`config.mk`:
```
export PLATFORM = sky130hd
export DESIGN_NAME = sorted_merge_dedup
export DESIGN_NICKNAME = d
export VERILOG_FILES = /design/src/rtl/smd_pkg.sv /design/src/rtl/sorted_merge_dedup.sv /design/src/rtl/smd_ram.sv /design/src/rtl/smd_ctrl.sv
export SDC_FILE = /design/constraint.sdc
export NUM_CORES = 2
export LEC_CHECK = 0
export ABC_CLOCK_PERIOD_IN_PS = 4600
export BUFFER_PORTS_ARGS = -buffer_cell sky130_fd_sc_hd__buf_2
export CELL_PAD_IN_SITES_DETAIL_PLACEMENT = 0
export CELL_PAD_IN_SITES_GLOBAL_PLACEMENT = 1
export CORE_MARGIN = 2
export CORE_UTILIZATION = 45
export DETAILED_ROUTE_END_ITERATION = 8
export PLACE_DENSITY_LB_ADDON = 0.1
export SLEW_MARGIN = 15
export SYNTH_ARGS = -nofsm -noshare
export SYNTH_HDL_FRONTEND = slang
export SYNTH_SLANG_ARGS = --single-unit
```
`constraint.sdc`:
```
create_clock -name clk -period 4.6 [get_ports clk]
set_clock_uncertainty 0.2 [all_clocks]
set_input_delay 0.92 -clock clk [delete_from_list [all_inputs] [get_ports clk]]
set_output_delay 0.92 -clock clk [all_outputs]
set_load 0.005 [all_outputs]
```
`src/rtl/smd_pkg.sv`:
```
// Shared types, sizes and helpers for the sorted merge with duplicate removal.
// No dependencies; smd_ctrl, smd_checker and the top level import this package.
`timescale 1ns / 1ps

package smd_pkg;

    localparam int MAX_SIZE = 32;
    localparam int KEY_W    = 32;
    localparam int CAP_W    = 6;
    localparam int IDX_W    = $clog2(MAX_SIZE);
    localparam int CNT_W    = $clog2(MAX_SIZE + 1);

    typedef enum logic [1:0] {
        OP_FRONT = 2'd0,
        OP_CAND  = 2'd1,
        OP_MERGE = 2'd2,
        OP_NONE  = 2'd3
    } op_t;

    typedef enum logic [1:0] {
        ST_IDLE,
        ST_READ,
        ST_CMP
    } state_t;

    // one access of a key memory: write port and read port
    typedef struct packed {
        logic                    wr_en;
        logic [IDX_W-1:0]        wr_addr;
        logic signed [KEY_W-1:0] wr_data;
        logic                    rd_en;
        logic [IDX_W-1:0]        rd_addr;
    } ram_req_t;

    // clamp the capacity register to 1 .. MAX_SIZE
    function automatic logic [CNT_W-1:0] eff_cap(input logic [CAP_W-1:0] cap);
        logic [CNT_W-1:0] res;
        if (cap == '0) begin
            res = CNT_W'(1);
        end
        else if (int'(cap) > MAX_SIZE) begin
            res = CNT_W'(MAX_SIZE);
        end
        else begin
            res = CNT_W'(cap);
        end
        return res;
    endfunction

endpackage

```
`src/rtl/sorted_merge_dedup.sv`:
```
// Top level: sorted merge of a front and a candidate key list with duplicate removal.
// Depends on smd_pkg, smd_ram (two key memories) and smd_ctrl (sequencer, output register).
`timescale 1ns / 1ps

// Channel   Direction  Signals                         Contents
// s_axis    in         tvalid tready tuser tdata       tuser = op, tdata = key
// m_axis    out        tvalid tready tlast tuser tdata tdata = merged_key,
//                                                      tlast = last, tuser = empty_res
// cfg       in         we wdata                        capacity register
//
// A load request writes the key to its memory at the list's count while the count is
// below capacity. A merge request reads both heads (ST_READ) and then compares and
// emits (ST_CMP) for each result, up to capacity results. The input stays stalled
// from a merge request until its last result is in the output register; a waiting
// result does not block the next load request. Reset clears both counts and sets
// capacity to its full value; key memories are not cleared, only entries below a
// count are ever used.

module sorted_merge_dedup
    import smd_pkg::*;
(
    input  logic             clk,
    input  logic             rst_n,
    input  logic             cfg_we,
    input  logic [CAP_W-1:0] cfg_wdata,      // [5:0] capacity
    input  logic             s_axis_tvalid,
    output logic             s_axis_tready,
    input  logic [KEY_W-1:0] s_axis_tdata,   // [31:0] key
    input  logic [1:0]       s_axis_tuser,   // [1:0] op
    output logic             m_axis_tvalid,
    input  logic             m_axis_tready,
    output logic [KEY_W-1:0] m_axis_tdata,   // [31:0] merged_key
    output logic             m_axis_tlast,   // last
    output logic             m_axis_tuser    // [0] empty_res
);

    ram_req_t                front_req, cand_req;
    logic signed [KEY_W-1:0] front_rd_data, cand_rd_data;
    logic signed [KEY_W-1:0] out_key;

    // front list keys
    smd_ram #(
        .DEPTH (MAX_SIZE),
        .WIDTH (KEY_W)
    ) u_front_ram (
        .clk     (clk),
        .wr_en   (front_req.wr_en),
        .wr_addr (front_req.wr_addr),
        .wr_data (front_req.wr_data),
        .rd_en   (front_req.rd_en),
        .rd_addr (front_req.rd_addr),
        .rd_data (front_rd_data)
    );

    // candidate list keys
    smd_ram #(
        .DEPTH (MAX_SIZE),
        .WIDTH (KEY_W)
    ) u_cand_ram (
        .clk     (clk),
        .wr_en   (cand_req.wr_en),
        .wr_addr (cand_req.wr_addr),
        .wr_data (cand_req.wr_data),
        .rd_en   (cand_req.rd_en),
        .rd_addr (cand_req.rd_addr),
        .rd_data (cand_rd_data)
    );

    // sequence loads and the two-pointer merge, hold results for the sink
    smd_ctrl u_ctrl (
        .clk           (clk),
        .rst_n         (rst_n),
        .cfg_we        (cfg_we),
        .cfg_wdata     (cfg_wdata),
        .in_valid      (s_axis_tvalid),
        .in_ready      (s_axis_tready),
        .in_op         (s_axis_tuser),
        .in_key        (s_axis_tdata),
        .out_valid     (m_axis_tvalid),
        .out_ready     (m_axis_tready),
        .out_key       (out_key),
        .out_last      (m_axis_tlast),
        .out_empty     (m_axis_tuser),
        .front_req     (front_req),
        .cand_req      (cand_req),
        .front_rd_data (front_rd_data),
        .cand_rd_data  (cand_rd_data)
    );

    assign m_axis_tdata = out_key;

endmodule

```
`src/rtl/smd_ram.sv`:
```
// Generic single-port-write, single-port-read synchronous RAM with a registered read port.
// No dependencies.
`timescale 1ns / 1ps

module smd_ram #(
    parameter int DEPTH = 32,
    parameter int WIDTH = 32,
    localparam int ADDR_W = $clog2(DEPTH)
) (
    input  logic              clk,
    input  logic              wr_en,
    input  logic [ADDR_W-1:0] wr_addr,
    input  logic [WIDTH-1:0]  wr_data,
    input  logic              rd_en,
    input  logic [ADDR_W-1:0] rd_addr,
    output logic [WIDTH-1:0]  rd_data
);

    logic [WIDTH-1:0] mem [DEPTH];
    logic [WIDTH-1:0] rd_data_reg;

    always_ff @(posedge clk)
    begin
        if (wr_en)
        begin
            mem[wr_addr] <= wr_data;
        end
    end

    // hold the last read word while no read is issued
    always_ff @(posedge clk)
    begin
        if (rd_en)
        begin
            rd_data_reg <= mem[rd_addr];
        end
    end

    assign rd_data = rd_data_reg;

endmodule

```
`src/rtl/smd_ctrl.sv`:
```
// Load and merge sequencer with the result output register.
// Depends on smd_pkg; drives two smd_ram key memories through ram_req_t.
`timescale 1ns / 1ps

module smd_ctrl
    import smd_pkg::*;
(
    input  logic                    clk,
    input  logic                    rst_n,
    input  logic                    cfg_we,
    input  logic [CAP_W-1:0]        cfg_wdata,
    input  logic                    in_valid,
    output logic                    in_ready,
    input  logic [1:0]              in_op,
    input  logic signed [KEY_W-1:0] in_key,
    output logic                    out_valid,
    input  logic                    out_ready,
    output logic signed [KEY_W-1:0] out_key,
    output logic                    out_last,
    output logic                    out_empty,
    output ram_req_t                front_req,
    output ram_req_t                cand_req,
    input  logic signed [KEY_W-1:0] front_rd_data,
    input  logic signed [KEY_W-1:0] cand_rd_data
);

    state_t                  state_reg, state_next;
    logic [CAP_W-1:0]        cap_reg;
    logic [CNT_W-1:0]        front_cnt_reg, front_cnt_next;
    logic [CNT_W-1:0]        cand_cnt_reg, cand_cnt_next;
    logic [CNT_W-1:0]        fi_reg, fi_next;
    logic [CNT_W-1:0]        ci_reg, ci_next;
    logic [CNT_W-1:0]        n_reg, n_next;
    logic                    out_valid_reg, out_valid_next;
    logic signed [KEY_W-1:0] out_key_reg, out_key_next;
    logic                    out_last_reg, out_last_next;
    logic                    out_empty_reg, out_empty_next;

    logic [CNT_W-1:0]        ecap;
    logic                    accept;
    op_t                     op;
    logic                    out_free;
    logic                    f_has, c_has;
    logic                    take_f, take_c, is_empty;
    logic signed [KEY_W-1:0] pick_key;
    logic [CNT_W-1:0]        fi_adv, ci_adv, n_adv;
    logic                    is_last;

    assign ecap     = eff_cap(cap_reg);
    assign op       = op_t'(in_op);
    assign in_ready = (state_reg == ST_IDLE);
    assign accept   = in_valid && in_ready;
    assign out_free = !out_valid_reg || out_ready;

    // head selection for the merge step
    always_comb
    begin
        f_has    = fi_reg < front_cnt_reg;
        c_has    = ci_reg < cand_cnt_reg;
        take_f   = 1'b0;
        take_c   = 1'b0;
        is_empty = 1'b0;
        pick_key = cand_rd_data;
        priority if (f_has && c_has)
        begin
            if (front_rd_data < cand_rd_data)
            begin
                take_f   = 1'b1;
                pick_key = front_rd_data;
            end
            else if (cand_rd_data < front_rd_data)
            begin
                take_c = 1'b1;
            end
            else
            begin
                take_f = 1'b1;
                take_c = 1'b1;
            end
        end
        else if (f_has)
        begin
            take_f   = 1'b1;
            pick_key = front_rd_data;
        end
        else if (c_has)
        begin
            take_c = 1'b1;
        end
        else
        begin
            is_empty = 1'b1;
            pick_key = '0;
        end
        fi_adv  = fi_reg + CNT_W'(take_f);
        ci_adv  = ci_reg + CNT_W'(take_c);
        n_adv   = n_reg + CNT_W'(1);
        is_last = is_empty || (n_adv >= ecap)
                  || !((fi_adv < front_cnt_reg) || (ci_adv < cand_cnt_reg));
    end

    // next state
    always_comb
    begin
        state_next = state_reg;
        unique case (state_reg)
            ST_IDLE:
            begin
                if (accept && (op == OP_MERGE))
                begin
                    state_next = ST_READ;
                end
            end
            ST_READ:
            begin
                state_next = ST_CMP;
            end
            ST_CMP:
            begin
                if (out_free)
                begin
                    state_next = is_last ? ST_IDLE : ST_READ;
                end
            end
            default:
            begin
                state_next = ST_IDLE;
            end
        endcase
    end

    // outputs and datapath
    always_comb
    begin
        front_cnt_next = front_cnt_reg;
        cand_cnt_next  = cand_cnt_reg;
        fi_next        = fi_reg;
        ci_next        = ci_reg;
        n_next         = n_reg;
        out_valid_next = out_valid_reg && !out_ready;
        out_key_next   = out_key_reg;
        out_last_next  = out_last_reg;
        out_empty_next = out_empty_reg;

        front_req         = '0;
        front_req.wr_addr = front_cnt_reg[IDX_W-1:0];
        front_req.wr_data = in_key;
        front_req.rd_addr = fi_reg[IDX_W-1:0];
        cand_req          = '0;
        cand_req.wr_addr  = cand_cnt_reg[IDX_W-1:0];
        cand_req.wr_data  = in_key;
        cand_req.rd_addr  = ci_reg[IDX_W-1:0];

        unique case (state_reg)
            ST_IDLE:
            begin
                if (accept)
                begin
                    unique case (op)
                        OP_FRONT:
                        begin
                            if (front_cnt_reg < ecap)
                            begin
                                front_req.wr_en = 1'b1;
                                front_cnt_next  = front_cnt_reg + CNT_W'(1);
                            end
                        end
                        OP_CAND:
                        begin
                            if (cand_cnt_reg < ecap)
                            begin
                                cand_req.wr_en = 1'b1;
                                cand_cnt_next  = cand_cnt_reg + CNT_W'(1);
                            end
                        end
                        OP_MERGE:
                        begin
                            fi_next = '0;
                            ci_next = '0;
                            n_next  = '0;
                        end
                        OP_NONE:
                        begin
                        end
                        default:
                        begin
                        end
                    endcase
                end
            end
            ST_READ:
            begin
                front_req.rd_en = 1'b1;
                cand_req.rd_en  = 1'b1;
            end
            ST_CMP:
            begin
                if (out_free)
                begin
                    out_valid_next = 1'b1;
                    out_key_next   = pick_key;
                    out_last_next  = is_last;
                    out_empty_next = is_empty;
                    fi_next        = fi_adv;
                    ci_next        = ci_adv;
                    n_next         = n_adv;
                    if (is_last)
                    begin
                        front_cnt_next = '0;
                        cand_cnt_next  = '0;
                    end
                end
            end
            default:
            begin
            end
        endcase
    end

    always_ff @(posedge clk or negedge rst_n)
    begin
        if (!rst_n)
        begin
            state_reg     <= ST_IDLE;
            cap_reg       <= CAP_W'(MAX_SIZE);
            front_cnt_reg <= '0;
            cand_cnt_reg  <= '0;
            fi_reg        <= '0;
            ci_reg        <= '0;
            n_reg         <= '0;
            out_valid_reg <= 1'b0;
        end
        else
        begin
            state_reg     <= state_next;
            if (cfg_we)
            begin
                cap_reg <= cfg_wdata;
            end
            front_cnt_reg <= front_cnt_next;
            cand_cnt_reg  <= cand_cnt_next;
            fi_reg        <= fi_next;
            ci_reg        <= ci_next;
            n_reg         <= n_next;
            out_valid_reg <= out_valid_next;
        end
    end

    always_ff @(posedge clk)
    begin
        out_key_reg   <= out_key_next;
        out_last_reg  <= out_last_next;
        out_empty_reg <= out_empty_next;
    end

    assign out_valid = out_valid_reg;
    assign out_key   = out_key_reg;
    assign out_last  = out_last_reg;
    assign out_empty = out_empty_reg;

endmodule

```
==> flow_metrics.tcl <==
set metrics [dict create \
    outcome "completed" \
    hold_violations 0 \
    critPathCaptureType "register" \
    gp_congestion 0.827 \
    cts_made_buffers 225 \
    drt_iter0_markers 4415 \
    synth-main-ff-cell "edfxtp_1" \
    gr-usage-met3_pct 3.70 \
    setup_violations 0 \
    syn_nets 4712 \
    synth_cells 4586 \
    core.rowCount 160 \
    avgSynthCellArea_um2 18.7 \
    first_pass_iters 6 \
    cts_root_buf "clkbuf_16" \
    cts_max_level 4 \
    synth.ff_latch_count 2185 \
    use_met1_pct 35.9 \
    top_usage_layer "met2" \
    groute.layer.met2.usage_pct 37.9 \
    worstPathMaxFanout 7 \
    hold_depth 2 \
    gr-total-overflow 0 \
    yosys-top-cells-count "edfxtp_1 (2146), mux2i_1 (385), nand2_1 (302), mux4_2 (256), a21oi_1 (218)" \
    r2r_start "u_front_ram.rd_data[14]" \
    die_w_um 441 \
    max_stage_delay_ns 0.48 \
    synth_warnings 0 \
    ys_seq_area_share_pct 76.1 \
    cts_sinks 2185 \
    critPathBufInv 2 \
    hpwl_um 137000 \
    start_kind "register" \
    layout_worst_path_cycle_share_pct 99.3 \
    placed_cells 7262 \
    synth.top_cell.area_share_pct 75.0 \
    relSlewSlack_pct 21.8 \
    antenna_left 0 \
    yosysMostFrequentCell "edfxtp_1" \
    crit_type "register to register" \
    max_cap_violations 0 \
    arrival_ns 5.09 \
    hold_path_end "u_ctrl.cap_reg[1]" \
    hold_class "primary input to register" \
    grt_pass1_vias 44500 \
    worst_r2r_endpoint "u_ctrl.cand_cnt_reg[3]" \
    synth_edf_count 2146 \
    nFillCells 15200 \
    ys_top_cells_by_area "edfxtp_1 (75%), mux4_2 (6.7%), mux2i_1 (4.5%)" \
    crit_path_top_delay_cell "or4_4" \
    yosysTopAreaCell "edfxtp_1" \
    drive_gt1_share_pct 23.7 \
    worst_pin_slew_ns 1.17 \
    slew_violations 0 \
    rsz0062_at_grt "yes" \
    grt_start_max_net_pins 133 \
    timing.fmax_ghz 0.219 \
    p_leak_uw 0.0312 \
    yosys.cell_types.count 65 \
    start_util_pct 45.2 \
    post_drt_wl_per_cell_um 31.0 \
    ir_worst_vdd_mv 0.349 \
    nNetsFinal 5109 \
    drc 0 \
    utilization_pct 52.2 \
    numPortBuffers 80 \
    cpLargestDelayFamily "compound AO/OA/AOI/OAI gates" \
    die_y_um 441 \
    r2r_cells 19 \
    clkTransAtPathRegs_ns 0.06 \
    clkLatencyLatePin_ns 0.86 \
    core-area_mm2 0.190 \
    antenna_found_initial 15 \
    ios 81 \
    die-area_mm2 0.194 \
    routed_wirelength_um 238000 \
    power.density_mw_per_mm2 522 \
    finalNonFillerCells 7677 \
    hp-start "cfg_wdata[1]" \
    top_regs "u_cand_ram.mem (1024), u_front_ram.mem (1024)" \
    netlist_area_mm2 0.0859 \
    required_ns 5.13 \
    grt_usage_pct 24.4 \
    min_period_ns 4.57 \
    r2r_slack_ns 0.03 \
    path_cells "ha_1 > nand4_2 > or4_4 > o221ai_4 > a21oi_2 > xor2_1 > a31oi_1 > ha_2 > buf_4 > nand2_1 > xnor2_2 > ha_2 > o21ai_1 > a221o_1 > a21oi_2 > a2111oi_4 > buf_4 > nor2_4 > o21ai_1" \
    ys_async_sr_fraction_pct 1.78 \
    grt_pass1_wl_um 334000 \
    via_count 45100 \
    cts_tree "done" \
    clockBufferDepth 3 \
    synthToLayoutAreaGrowth_pct 15.4 \
    viasPerCell 5.87 \
]
## cell usage in the layout, fill, tap and decap left out, types with 5 or more instances in the layout
cell / netlist / routed
dfrtp_1: 38 / 28
bufinv_16: 0 / 12
o221ai_1: 192 / 192
mux2i_1: 385 / 385
inv_6: 0 / 5
nand3_1: 27 / 26
nor2_1: 78 / 18
nor2_4: 0 / 61
ha_1: 81 / 73
dfrtp_4: 0 / 8
buf_12: 0 / 54
buf_2: 76 / 79
a21oi_1: 218 / 215
clkinv_1: 0 / 51
o22ai_1: 65 / 65
a31oi_1: 7 / 7
nand2_1: 302 / 300
mux4_2: 256 / 256
clkinv_2: 0 / 36
clkbuf_1: 143 / 59
mux2_2: 133 / 133
nand2b_1: 9 / 7
inv_1: 52 / 51
buf_4: 8 / 283
edfxtp_1: 2146 / 2146
o21ai_1: 30 / 30
a22o_1: 47 / 47
o21ai_0: 182 / 181
clkbuf_16: 0 / 231
diode_2: 0 / 12
nand4_1: 8 / 8
xnor2_1: 9 / 7
## stage by stage
step	cell area (um^2)	total power (uW)	setup TNS, ns	hold WS [ns]	setup slack, ns
floorplan	85900	29900	0	0.287	0.178
global placement	92100	35000	-0.179	0.313	-0.0293
detailed placement	92100	35000	-0.617	0.313	-0.0967
CTS	99000	52200	0	0.0296	0.0138
global route	99200	53700	-2.15	0.0672	-0.209
finish	99200	51800	0	0.0911	0.0327
## worst register-to-register path, cell delays in order, from the launching register on
cell       delay (ns)
edfxtp_1         0.39
ha_1             0.33
nand4_2          0.16
or4_4            0.48
o221ai_4         0.26
a21oi_2          0.10
xor2_1           0.16
a31oi_1          0.20
ha_2             0.25
buf_4            0.13
nand2_1          0.07
xnor2_2          0.14
ha_2             0.35
o21ai_1          0.06
a221o_1          0.34
a21oi_2          0.19
a2111oi_4        0.08
buf_4            0.20
nor2_4           0.22
o21ai_1          0.11
## layout make-up
cell class              count  area, um^2  share of cell area [%]
diodes                     12        30.0                  0.0303
clock buffers             290        6000                    6.05
clock inverters           108         807                   0.814
inverters                  54         203                   0.204
multi-input cells        2100       19900                    20.1
flip-flops and latches   2185       65500                    66.0
well taps                2511        3140                    3.17
repair buffers            417        3610                    3.64
## layer usage
layer / share of wire (%) / wire (um) / vias to the layer above
met5: 0.0034 / 8 / -
met4: 2.8 / 6690 / 2
met3: 5.0 / 11800 / 276
met2: 47 / 111000 / 1203
met1: 46 / 109000 / 24100
li1: - / - / 19500
## worst max path at each step
stage | startpoint | endpoint | slack (ns) | cells after the start
after global placement | u_front_ram.rd_data[10] | u_ctrl.cand_cnt_reg[3] | -0.03 | 18
after global routing | u_front_ram.rd_data[5] | u_ctrl.front_cnt_reg[5] | -0.21 | 21
after detailed placement | u_front_ram.rd_data[10] | u_ctrl.front_cnt_reg[5] | -0.1 | 18
after CTS | u_front_ram.rd_data[14] | u_ctrl.front_cnt_reg[4] | 0.01 | 19
final | u_front_ram.rd_data[14] | u_ctrl.cand_cnt_reg[3] | 0.03 | 19
after floorplan | u_ctrl.front_cnt_reg[4] | u_ctrl.front_cnt_reg[1] | 0.18 | 19
## power breakdown
group / switching, uW / total (uW) / internal, uW
logic: 7060 / 11700 / 4670
clock network: 7400 / 17200 / 9760
registers: 306 / 22900 / 22600
total: 14800 / 51800 / 37000
## cell families after synthesis
logic type      share of synthesized area, %
simple gates                            2.20
flops                                   76.1
fa+ha+maj                               1.18
xor+xnor                               0.133
mux                                     12.9
buf+inv                                 1.49
compound gates                          5.94
## what timing repair did
action                                 CTS  global route
hold buffers                             1             0
gates resized for setup                  5            21
pin swaps                                2            13
setup buffers                            2             3
cloned                                   0             0
endpoints found under the hold margin   23             0
setup endpoints to repair               14            14
(Power assumes the default switching activity.)
